### src/tbp_pkg.sv
`timescale 1ns / 1ps
`default_nettype none
// ---------------------------------------------------------------------------
// tbp_pkg
// Shared types and constants of the two-bit branch predictor.
// ---------------------------------------------------------------------------
package tbp_pkg;

   localparam int TABLE_ENTRIES_DEF = 1024;
   localparam int IDX_MAX_W         = 16;
   localparam int ADDR_W            = 32;
   localparam int COUNT_W           = 32;
   localparam int IDX_LSB           = 2;
   localparam int QUEUE_DEPTH       = 2;

   localparam logic [1:0] CNT_RESET     = 2'd2;
   localparam logic [1:0] CNT_TAKEN_MIN = 2'd2;
   localparam logic [1:0] CNT_MAX       = 2'd3;
   localparam logic [1:0] CNT_MIN       = 2'd0;

   localparam logic [COUNT_W-1:0] COUNT_MAX = '1;

   typedef struct packed {
      logic [ADDR_W-1:0] branch_address;
      logic [ADDR_W-1:0] next_address;
      logic [ADDR_W-1:0] target_address;
   } req_type;

   typedef struct packed {
      logic               predicted_taken;
      logic               was_taken;
      logic               prediction_correct;
      logic [COUNT_W-1:0] correct_total;
      logic [COUNT_W-1:0] branch_total;
   } rsp_type;

   // classified item passed from front to back
   typedef struct packed {
      logic [IDX_MAX_W-1:0] index;
      logic                 taken;
   } queue_entry_type;

endpackage
`default_nettype wire

### src/tbp_front.sv
`timescale 1ns / 1ps
`default_nettype none
// ---------------------------------------------------------------------------
// tbp_front
// Accepts branch items, resolves the outcome and reduces the word address
// to a table index, then hands the classified item to the queue.
// ---------------------------------------------------------------------------
module tbp_front #(
   parameter int TABLE_ENTRIES = tbp_pkg::TABLE_ENTRIES_DEF
) (
   input  wire                       clock,
   input  wire                       reset,
   input  wire                       hold,
   input  wire                       req_valid,
   output logic                      req_ready,
   input  tbp_pkg::req_type          req_data,
   output logic                      q_push,
   output tbp_pkg::queue_entry_type  q_data,
   input  wire                       q_full
);

   localparam int IDX_W  = (TABLE_ENTRIES > 1) ? $clog2(TABLE_ENTRIES) : 1;
   localparam bit POW2   = ((1 << IDX_W) == TABLE_ENTRIES);

   generate
      if (POW2) begin : g_mask
         logic                     valid_ff;
         logic                     valid_in;
         tbp_pkg::queue_entry_type entry_ff;
         logic                     accept;

         assign req_ready = !hold && (!valid_ff || !q_full);
         assign accept    = req_valid && req_ready;
         assign q_push    = valid_ff && !q_full;
         assign q_data    = entry_ff;
         assign valid_in  = accept || (valid_ff && q_full);

         always_ff @(posedge clock) begin
            if (reset) begin
               valid_ff <= 1'b0;
            end else begin
               valid_ff <= valid_in;
            end
         end

         always_ff @(posedge clock) begin
            if (accept) begin
               entry_ff.index <= tbp_pkg::IDX_MAX_W'(
                  req_data.branch_address[tbp_pkg::IDX_LSB +: IDX_W]);
               entry_ff.taken <= (req_data.next_address == req_data.target_address);
            end
         end
      end else begin : g_recip
         typedef enum logic [3:0] {
            ST_IDLE = 4'b0001,
            ST_MUL  = 4'b0010,
            ST_REM  = 4'b0100,
            ST_PUSH = 4'b1000
         } front_state_type;

         localparam int WORD_W = tbp_pkg::ADDR_W - tbp_pkg::IDX_LSB;
         localparam int R_W    = IDX_W + 1;
         localparam int PROD_W = 2 * WORD_W;
         // truncated reciprocal: the quotient estimate is at most one short
         localparam logic [63:0]       RECIP_FULL = (64'd1 << WORD_W) / 64'(TABLE_ENTRIES);
         localparam logic [WORD_W-1:0] RECIP      = RECIP_FULL[WORD_W-1:0];
         localparam logic [R_W-1:0]    DIVISOR    = R_W'(TABLE_ENTRIES);

         front_state_type   state_ff;
         front_state_type   state_in;
         logic [WORD_W-1:0] word_ff;
         logic              taken_ff;
         logic [R_W-1:0]    quot_ff;
         logic [R_W-1:0]    rem_ff;
         logic [R_W-1:0]    rem_in;
         logic [PROD_W-1:0] prod;
         logic [IDX_W-1:0]  rem_idx;
         logic              accept;

         assign req_ready = (state_ff == ST_IDLE) && !hold;
         assign accept    = req_valid && req_ready;
         assign q_push    = (state_ff == ST_PUSH) && !q_full;

         assign prod = PROD_W'(word_ff) * PROD_W'(RECIP);
         // raw remainder is below twice the divisor, so low bits suffice
         assign rem_in  = R_W'(word_ff[R_W-1:0] - R_W'(quot_ff * DIVISOR));
         assign rem_idx = (rem_ff >= DIVISOR) ? IDX_W'(rem_ff - DIVISOR) : IDX_W'(rem_ff);

         assign q_data.index = tbp_pkg::IDX_MAX_W'(rem_idx);
         assign q_data.taken = taken_ff;

         always_comb begin
            state_in = state_ff;
            unique case (state_ff)
               ST_IDLE: begin
                  if (accept) state_in = ST_MUL;
               end
               ST_MUL: begin
                  state_in = ST_REM;
               end
               ST_REM: begin
                  state_in = ST_PUSH;
               end
               ST_PUSH: begin
                  if (!q_full) state_in = ST_IDLE;
               end
               default: state_in = ST_IDLE;
            endcase
         end

         always_ff @(posedge clock) begin
            if (reset) begin
               state_ff <= ST_IDLE;
            end else begin
               state_ff <= state_in;
            end
         end

         always_ff @(posedge clock) begin
            if (accept) begin
               word_ff  <= req_data.branch_address[tbp_pkg::ADDR_W-1:tbp_pkg::IDX_LSB];
               taken_ff <= (req_data.next_address == req_data.target_address);
            end
            if (state_ff == ST_MUL) quot_ff <= R_W'(prod >> WORD_W);
            if (state_ff == ST_REM) rem_ff  <= rem_in;
         end
      end
   endgenerate

endmodule
`default_nettype wire

### src/tbp_queue.sv
`timescale 1ns / 1ps
`default_nettype none
// ---------------------------------------------------------------------------
// tbp_queue
// Small queue of classified items between front and back.
// ---------------------------------------------------------------------------
module tbp_queue (
   input  wire                       clock,
   input  wire                       reset,
   input  wire                       push,
   input  tbp_pkg::queue_entry_type  push_data,
   output logic                      full,
   input  wire                       pop,
   output tbp_pkg::queue_entry_type  pop_data,
   output logic                      not_empty
);

   localparam int DEPTH = tbp_pkg::QUEUE_DEPTH;
   localparam int PTR_W = (DEPTH > 1) ? $clog2(DEPTH) : 1;
   localparam int CNT_W = $clog2(DEPTH + 1);
   localparam logic [PTR_W-1:0] LAST_PTR = PTR_W'(DEPTH - 1);
   localparam logic [CNT_W-1:0] FULL_CNT = CNT_W'(DEPTH);

   tbp_pkg::queue_entry_type entry_ff [DEPTH];
   logic [PTR_W-1:0] wr_ptr_ff;
   logic [PTR_W-1:0] rd_ptr_ff;
   logic [CNT_W-1:0] count_ff;
   logic [CNT_W-1:0] count_in;

   assign full      = (count_ff == FULL_CNT);
   assign not_empty = (count_ff != '0);
   assign pop_data  = entry_ff[rd_ptr_ff];

   always_comb begin
      count_in = count_ff;
      if (push && !pop) count_in = count_ff + CNT_W'(1);
      if (pop && !push) count_in = count_ff - CNT_W'(1);
   end

   always_ff @(posedge clock) begin
      if (reset) begin
         wr_ptr_ff <= '0;
         rd_ptr_ff <= '0;
         count_ff  <= '0;
      end else begin
         count_ff <= count_in;
         if (push) wr_ptr_ff <= (wr_ptr_ff == LAST_PTR) ? '0 : wr_ptr_ff + PTR_W'(1);
         if (pop)  rd_ptr_ff <= (rd_ptr_ff == LAST_PTR) ? '0 : rd_ptr_ff + PTR_W'(1);
      end
   end

   always_ff @(posedge clock) begin
      if (push) entry_ff[wr_ptr_ff] <= push_data;
   end

endmodule
`default_nettype wire

### src/tbp_back.sv
`timescale 1ns / 1ps
`default_nettype none
// ---------------------------------------------------------------------------
// tbp_back
// Counter table read-modify-write, running totals and the result register.
// ---------------------------------------------------------------------------
module tbp_back #(
   parameter int TABLE_ENTRIES = tbp_pkg::TABLE_ENTRIES_DEF
) (
   input  wire                       clock,
   input  wire                       reset,
   output logic                      clearing,
   input  wire                       q_valid,
   output logic                      q_pop,
   input  tbp_pkg::queue_entry_type  q_data,
   output logic                      rsp_valid,
   input  wire                       rsp_ready,
   output tbp_pkg::rsp_type          rsp_data
);

   localparam int IDX_W = (TABLE_ENTRIES > 1) ? $clog2(TABLE_ENTRIES) : 1;
   localparam logic [IDX_W-1:0] LAST_IDX = IDX_W'(TABLE_ENTRIES - 1);
   localparam int CW = tbp_pkg::COUNT_W;

   logic [1:0]       cnt_mem_ff [TABLE_ENTRIES];
   logic [1:0]       rd_ff;

   logic             clr_ff;
   logic [IDX_W-1:0] clr_idx_ff;

   logic             s2_valid_ff;
   logic             s2_valid_in;
   logic [IDX_W-1:0] s2_idx_ff;
   logic             s2_taken_ff;

   logic             fwd_valid_ff;
   logic [IDX_W-1:0] fwd_idx_ff;
   logic [1:0]       fwd_cnt_ff;

   logic             rsp_valid_ff;
   logic             rsp_valid_in;
   tbp_pkg::rsp_type rsp_data_ff;
   logic [CW-1:0]    correct_ff;
   logic [CW-1:0]    correct_in;
   logic [CW-1:0]    total_ff;
   logic [CW-1:0]    total_in;

   logic             commit;
   logic [1:0]       cur_cnt;
   logic [1:0]       new_cnt;
   logic             pred;
   logic             ok;
   logic [IDX_W-1:0] q_idx;

   assign clearing  = clr_ff;
   assign rsp_valid = rsp_valid_ff;
   assign rsp_data  = rsp_data_ff;

   assign commit = s2_valid_ff && (!rsp_valid_ff || rsp_ready);
   assign q_pop  = q_valid && !clr_ff && (!s2_valid_ff || commit);
   assign q_idx  = q_data.index[IDX_W-1:0];

   // the read at pop time misses a write to the same entry on that same edge
   assign cur_cnt = (fwd_valid_ff && (fwd_idx_ff == s2_idx_ff)) ? fwd_cnt_ff : rd_ff;
   assign pred    = (cur_cnt >= tbp_pkg::CNT_TAKEN_MIN);
   assign ok      = (pred == s2_taken_ff);

   always_comb begin
      new_cnt = cur_cnt;
      if (s2_taken_ff) begin
         if (cur_cnt != tbp_pkg::CNT_MAX) new_cnt = cur_cnt + 2'd1;
      end else begin
         if (cur_cnt != tbp_pkg::CNT_MIN) new_cnt = cur_cnt - 2'd1;
      end
   end

   always_comb begin
      correct_in = correct_ff;
      total_in   = total_ff;
      if (commit) begin
         if (ok && (correct_ff != tbp_pkg::COUNT_MAX)) correct_in = correct_ff + CW'(1);
         if (total_ff != tbp_pkg::COUNT_MAX)           total_in   = total_ff + CW'(1);
      end
   end

   assign s2_valid_in  = q_pop || (s2_valid_ff && !commit);
   assign rsp_valid_in = commit || (rsp_valid_ff && !rsp_ready);

   always_ff @(posedge clock) begin
      if (reset) begin
         clr_ff       <= 1'b1;
         clr_idx_ff   <= '0;
         s2_valid_ff  <= 1'b0;
         fwd_valid_ff <= 1'b0;
         rsp_valid_ff <= 1'b0;
         correct_ff   <= '0;
         total_ff     <= '0;
      end else begin
         if (clr_ff) begin
            clr_idx_ff <= clr_idx_ff + IDX_W'(1);
            if (clr_idx_ff == LAST_IDX) clr_ff <= 1'b0;
         end
         s2_valid_ff  <= s2_valid_in;
         rsp_valid_ff <= rsp_valid_in;
         correct_ff   <= correct_in;
         total_ff     <= total_in;
         if (commit) fwd_valid_ff <= 1'b1;
      end
   end

   // counter table: one write port, one registered read port
   always_ff @(posedge clock) begin
      if (clr_ff) begin
         cnt_mem_ff[clr_idx_ff] <= tbp_pkg::CNT_RESET;
      end else if (commit) begin
         cnt_mem_ff[s2_idx_ff] <= new_cnt;
      end
      if (q_pop) rd_ff <= cnt_mem_ff[q_idx];
   end

   always_ff @(posedge clock) begin
      if (q_pop) begin
         s2_idx_ff   <= q_idx;
         s2_taken_ff <= q_data.taken;
      end
      if (commit) begin
         fwd_idx_ff                     <= s2_idx_ff;
         fwd_cnt_ff                     <= new_cnt;
         rsp_data_ff.predicted_taken    <= pred;
         rsp_data_ff.was_taken          <= s2_taken_ff;
         rsp_data_ff.prediction_correct <= ok;
         rsp_data_ff.correct_total      <= correct_in;
         rsp_data_ff.branch_total       <= total_in;
      end
   end

endmodule
`default_nettype wire

### src/two_bit_branch_predictor_top.sv
`timescale 1ns / 1ps
`default_nettype none
// ---------------------------------------------------------------------------
// two_bit_branch_predictor_top
// Bimodal predictor with a table of 2-bit saturating counters.
// ---------------------------------------------------------------------------
// Each accepted item is one resolved branch; exactly one result item follows
// with the prediction made before the update, the actual outcome, whether
// they agree, and saturating totals of correct and all branches. After reset
// the counter table is cleared to weakly taken in one pass over all entries,
// during which req_ready stays low. With a power-of-two TABLE_ENTRIES the
// index is a bit slice and the block takes one item per cycle while the
// queue has room; each item passes the front register, the queue, the table
// read stage and the result register. Any other size reduces the word address
// by a reciprocal multiply and a correction step in the front, so the front
// takes a new item only after its multiply, remainder and push states. The
// back end sustains one item per cycle while results are taken, through its
// single table read port and write port, forwarding back-to-back updates of
// one entry; a stalled result fills the queue and then holds req_ready low.
module two_bit_branch_predictor_top #(
   parameter int TABLE_ENTRIES = tbp_pkg::TABLE_ENTRIES_DEF
) (
   input  wire               clock,
   input  wire               reset,
   input  wire               req_valid,
   output logic              req_ready,
   input  tbp_pkg::req_type  req_data,
   output logic              rsp_valid,
   input  wire               rsp_ready,
   output tbp_pkg::rsp_type  rsp_data
);

   logic                     clearing;
   logic                     q_push;
   logic                     q_full;
   logic                     q_pop;
   logic                     q_not_empty;
   tbp_pkg::queue_entry_type q_push_data;
   tbp_pkg::queue_entry_type q_pop_data;

   tbp_front #(
      .TABLE_ENTRIES(TABLE_ENTRIES)
   ) u_front (
      .clock     (clock),
      .reset     (reset),
      .hold      (clearing),
      .req_valid (req_valid),
      .req_ready (req_ready),
      .req_data  (req_data),
      .q_push    (q_push),
      .q_data    (q_push_data),
      .q_full    (q_full)
   );

   tbp_queue u_queue (
      .clock     (clock),
      .reset     (reset),
      .push      (q_push),
      .push_data (q_push_data),
      .full      (q_full),
      .pop       (q_pop),
      .pop_data  (q_pop_data),
      .not_empty (q_not_empty)
   );

   tbp_back #(
      .TABLE_ENTRIES(TABLE_ENTRIES)
   ) u_back (
      .clock     (clock),
      .reset     (reset),
      .clearing  (clearing),
      .q_valid   (q_not_empty),
      .q_pop     (q_pop),
      .q_data    (q_pop_data),
      .rsp_valid (rsp_valid),
      .rsp_ready (rsp_ready),
      .rsp_data  (rsp_data)
   );

endmodule
`default_nettype wire

### config.mk
export PLATFORM = sky130hd
export DESIGN_NAME = two_bit_branch_predictor_top
export DESIGN_NICKNAME = d
export VERILOG_FILES = /design/src/tbp_pkg.sv /design/src/tbp_front.sv /design/src/tbp_queue.sv /design/src/tbp_back.sv /design/src/two_bit_branch_predictor_top.sv
export SDC_FILE = /design/constraint.sdc
export NUM_CORES = 2
export LEC_CHECK = 0
export ABC_AREA = 0
export BUFFER_PORTS_ARGS = -buffer_cell sky130_fd_sc_hd__buf_4
export CORE_MARGIN = 5
export CORE_UTILIZATION = 60
export CTS_BUF_LIST = sky130_fd_sc_hd__clkbuf_4
export DETAILED_ROUTE_END_ITERATION = 6
export PLACE_DENSITY = 0.77
export SLEW_MARGIN = 10
export SYNTH_ARGS = -nofsm -noshare
export SYNTH_HDL_FRONTEND = slang
export SYNTH_HIERARCHICAL = 1
export SYNTH_SLANG_ARGS = --single-unit
### constraint.sdc
create_clock -name clock -period 25.7 [get_ports clock]
set_input_delay 1.285 -clock clock [delete_from_list [all_inputs] [get_ports clock]]
set_output_delay 1.285 -clock clock [all_outputs]
set_load 0.02 [all_outputs]
**Word-level counts from Yosys, hierarchy flattened**

Memory sizes are Yosys's and may differ from the RTL's. A register that Yosys moved wholly into a read port is not among the register bits.
Index checks and enable logic that the tools add are counted.

- Register bits after elaboration: 184
- RAM bits: 2070
- Output and inout port bits: 69
- Logic and storage cells: 100
- Memories kept: 2

Memory list:

| name | depth | bits a word | read ports | clocked after Yosys merged registers in | wr ports | RTL line | text |
|---|---|---|---|---|---|---|---|
| u_back.cnt_mem_ff | 1024 | 2 | 1 | 1 | 1 | tbp_back.sv:25 | `logic [1:0] cnt_mem_ff [TABLE_ENTRIES];` |
| u_queue.entry_ff | 2 | 11 | 1 | 1 | 1 | tbp_queue.sv:24 | `tbp_pkg::queue_entry_type entry_ff [DEPTH];` |

- Add/sub/neg operators: 9
- Magnitude comparators: 1
- Equality and inequality tests: 8
- Mux-type cells: 26
- Reductions and logical operators: 32

Operator list:

| operator | number |
|---|---|
| 2-to-1 mux 32 bit | 4 |
| adder 32 x 1 -> 32 bit, second input constant | 2 |
| != test 32 bit, second input constant | 2 |
| equality test 32 bit | 1 |
| 2-to-1 mux 1 bit | 14 |
| 2-to-1 mux 2 bit | 7 |
| logical AND 1 bit | 13 |
| adder 10 x 1 -> 10 bit, second input constant | 1 |
| equality test 10 bit | 1 |
| equality test 10 bit, second input constant | 1 |
| 2-to-1 mux 10 bit | 1 |
| zero test 1 bit | 9 |
| logical OR 1 bit | 6 |
| nonzero test 2 bit | 3 |
| adder 2 x 1 -> 2 bit, second input constant | 2 |
| subtractor 2 x 1 -> 2 bit, second input constant | 2 |
| adder 1 bit, second input constant | 2 |
| equality test 2 bit, second input constant | 1 |
| greater-or-equal comparator 2 bit, second input constant | 1 |
| != test 2 bit, second input constant | 1 |
| OR reduction 2 bit | 1 |
| equality test 1 bit | 1 |

**Depth between registers and ports, before layout**

- Depth after elaboration: 9
- Depth in mapped cells: 17
- Mapped depth without buffers: 9

**Modules after synthesis**

The synthesis kept the hierarchy.

By module, submodules not included:

| module | times used | cells each | area an instance (µm²) | sequential area each (µm²) |
|---|---|---|---|---|
| tbp_back | 1 | 5432 | 90734.5 | 65823.1 |
| tbp_queue | 1 | 75 | 1430.1 | 1121.1 |
| tbp_front | 1 | 67 | 772.0 | 350.3 |

**Worst setup path before layout**

OpenSTA, ideal clock, no wires.

- Path type: register -> register
- Start point: reg u_back.s2_idx_ff[3]
- End point: mem u_back.cnt_mem_ff[0][1], data pin
- Library setup time: 2993 ps
- Arrival: 14989 ps
- Required time: 22707 ps
- Slack: 7718 ps
- Cell stages (with the launch flop): 7
- Clock period less this slack: 17982 ps
- Cell sequence: edfxtp_1 -> xnor2_1 -> nand4_1 -> or4_1 -> nand2_1 -> maj3_1 -> nand2b_1

- Cells in the longest elaborated chain, start to end: 7
- Elaborated cells on any way between the ends: 11
- Those cells by class: add/sub: 2; eq/ne: 2; mux: 5; reduce/logical: 2

Ends and longest elaborated chain:

| what | RTL line | text |
|---|---|---|
| start: declaration | tbp_back.sv:33 | `logic [IDX_W-1:0] s2_idx_ff;` |
| start signal: assignment | tbp_back.sv:123 | `s2_idx_ff <= q_idx;` |
| equality test 10 bit * | tbp_back.sv:64 | `assign cur_cnt = (fwd_valid_ff && (fwd_idx_ff == s2_idx_ff)) ? fwd_cnt_ff : rd_ff;` |
| logical AND 1 bit * | tbp_back.sv:64 |  |
| 2-to-1 mux 2 bit * | tbp_back.sv:64 |  |
| subtractor 2 x 1 -> 2 bit, or another cell as far along | tbp_back.sv:73 | `if (cur_cnt != tbp_pkg::CNT_MIN) new_cnt = cur_cnt - 2'd1;` |
| 2-to-1 mux 2 bit, on equally long branches | tbp_back.sv:73, tbp_back.sv:71 |  |
| 2-to-1 mux 2 bit * | tbp_back.sv:70 | `if (s2_taken_ff) begin` |
| via u_back.new_cnt[1] | tbp_back.sv:50 | `logic [1:0] new_cnt;` |
| 2-to-1 mux 2 bit (no source line) * | n/a |  |
| end: declaration | tbp_back.sv:25 |  |

The timed path passes the listed nets; every way through them passes the cells marked *.

==> impl_metrics.py <==
metrics = {
    "run_status": {
        "outcome": "finished with violations",
        "violations": "DRC",
    },
    "global_routing": {
        "grt_pass1_vias": 54192,
        "grt_max_degree": 243,
        "globalRouteOverflowTotal": 0,
        "groute.usage.overall_pct": 28.5,
        "grt_antenna_before_repair": 4,
        "grt_pass1_wl_mm": 341,
    },
    "place": {
        "place_hpwl_mm": 128,
        "placed_cell_area_um2": 95000,
        "place_ws_ns": 19.10,
        "numPlacedInstances": 7433,
        "gp_congestion": 0.827,
        "io_buffers": 146,
    },
    "clock_tree": {
        "cts.htree.levels": 6,
        "cts_tree": "yes",
        "root_buffer": "clkbuf_4",
        "hold_buffers": 0,
        "cts-resized-gates": 0,
        "clk_pin_slew_ns": 0.07,
        "clk_latency_ns": 1.36,
        "cts_inserted_buffers": 572,
        "cts_setup_buffers": 0,
        "clk_path_buf_depth": 4,
        "clock-sinks": 2257,
    },
    "drt": {
        "remaining_drc_errors": 1,
        "avgRoutedWirePerCell_um": 27.6,
        "vias": 53612,
        "drt_iter0_drc": 7194,
        "routed_wl_mm": 231,
        "antenna_left": 0,
        "post_drt_via_cell_ratio": 6.40,
        "first_pass_iters": 7,
    },
    "cells_and_area": {
        "layout.nets": 6067,
        "n_fill_cell": 10297,
        "stdcell_area_um2": 102000,
        "area_growth_pct": 10.1,
        "drive_gt1_share_pct": 25.9,
        "stdcell_count": 8371,
    },
    "pwr": {
        "p_leak_nw": 32.9,
        "irDropWorstVdd_uv": 51.6,
        "cellPowerDensity_nw_per_um2": 67.8,
    },
    "sta": {
        "final.setup.worst_slack_ns": 19.12,
        "finalHoldViolations": 0,
        "setup_violations": 0,
        "fmax_mhz": 152,
        "relSlewSlack_pct": 7.05,
        "slew_viol_final": 0,
        "fin_worst_skew_ns": 0.0855,
        "layout_min_cycle_time_ns": 6.58,
        "worstMarginPinSlew_ns": 1.36,
        "finalCritPeriodShare_pct": 25.6,
        "rsz0062_at_grt": "false",
        "setup_tns_ns": 0,
    },
    "critical_path": {
        "cp_max_fo": 97,
        "cp.required_ns": 26.62,
        "crit_path_start_kind": "flip-flop",
        "critPathCaptureType": "flip-flop",
        "crit_arrival_ns": 7.51,
        "critical_path_class": "flip-flop to flip-flop",
    },
    "die": {
        "core_um2": 154000,
        "die_area_um2": 162000,
        "initial_core_util_pct": 60.2,
        "ios": 169,
        "core.rowCount": 144,
        "die_y_um": 403,
        "die_w_um": 403,
    },
    "logic_synthesis": {
        "synth_nets": 5653,
        "syn_inst": 5549,
        "ys_warn_count": 6,
        "synth.cell_area_um2": 92500,
        "synth.avg_cell_area_um2": 16.7,
    },
    "flow_run": {
        "maxCapViolations": 0,
    },
    "hold_path": {
        "min_path_type": "input port to flip-flop",
    },
}
## final timing paths
path	from	to	slack, ns	cells after the start
worst max-delay path	flip-flop	u_back/rd_ff[0]$_DFFE_PP_	19.12	11
worst min-delay path	req_data[66]	u_front/q_data[1]$_DFFE_PP_	0.15	1
worst max register to register	flip-flop	u_back/rd_ff[0]$_DFFE_PP_	19.12	11
worst min register to register	u_front/q_data[0]$_DFFE_PP_	u_queue/entry_ff[0][0]$_DFFE_PP_	0.44	0
## flip-flops by register name, summed over array words and instances (netlist names), 2 cells and up, named ones only
register and flops:
u_back/cnt_mem_ff 2048, u_back/rsp_data 67, u_back/correct_ff 32, u_back/total_ff 32
u_queue/entry_ff 22, u_front/q_data 11, u_back/clr_idx_ff 10, u_back/fwd_idx_ff 10
u_back/s2_idx_ff 10, u_back/fwd_cnt_ff 2, u_back/rd_ff 2, u_queue/count_ff 2
## final cells by class
class                   count  area, um2  share of cell area (%)
inverters                  21       81.3                  0.0799
clock inverters           106        629                   0.618
diodes                     14       35.0                  0.0344
clock buffers             818       6140                    6.03
flip-flops and latches   2257      66900                    65.7
well taps                2044       2560                    2.51
repair buffers            250       1940                    1.90
multi-input cells        2861      23500                    23.1
## routing by layer
layer | wire length, um | GRT usage [%] | share of wire (%)
met5 | 0 | 0 | 0
met1 | 82600 | 38.7 | 36
met2 | 112000 | 45.1 | 48
met3 | 28400 | 7.13 | 12
met4 | 8670 | 11.0 | 3.7
## through the flow
stage	utilization, %	hold slack [ns]	power [W]
floorplan	-	0.421	0.00407
global placement	61.8	0.427	0.00410
detailed placement	61.8	0.431	0.00410
CTS	66.2	0.0437	0.00696
global route	66.2	0.0739	0.00718
finish	66.2	0.153	0.00691
## report_power, final
| group | total (W) | switching (W) | internal (W) |
|---|---|---|---|
| logic | 0.0000492 | 0.0000359 | 0.0000132 |
| clock network | 0.00289 | 0.00136 | 0.00153 |
| registers | 0.00397 | 0.000000932 | 0.00397 |
## cell usage in the layout (no fill, tap or decap), drive strengths merged, types with 23 or more instances in the layout
master and count:
edfxtp 2173, nor2 1116, clkbuf 818, mux4 431, buf 250, mux2i 231, nand2 152, a21oi 99
dfxtp 84, o221ai 83, clkinv 82, xor2 79, nor2b 76, a22oi 72, nor3 69, o22ai 58
o21ai 48, nand3 47, xnor2 35, inv 35, nand4 29, mux2 26, nor4 23
## critical path: stages, from the launching register on
cell	delay [ns]
dfxtp_1	0.74
mux2_8	0.81
buf_12	0.62
buf_4	0.67
buf_4	0.77
mux4_2	0.61
a22oi_1	0.21
o2111ai_1	0.13
a211oi_1	0.60
a211oi_1	0.26
a22oi_1	0.23
o2111ai_1	0.32
Note: power is estimated with default switching activity, not from simulation.
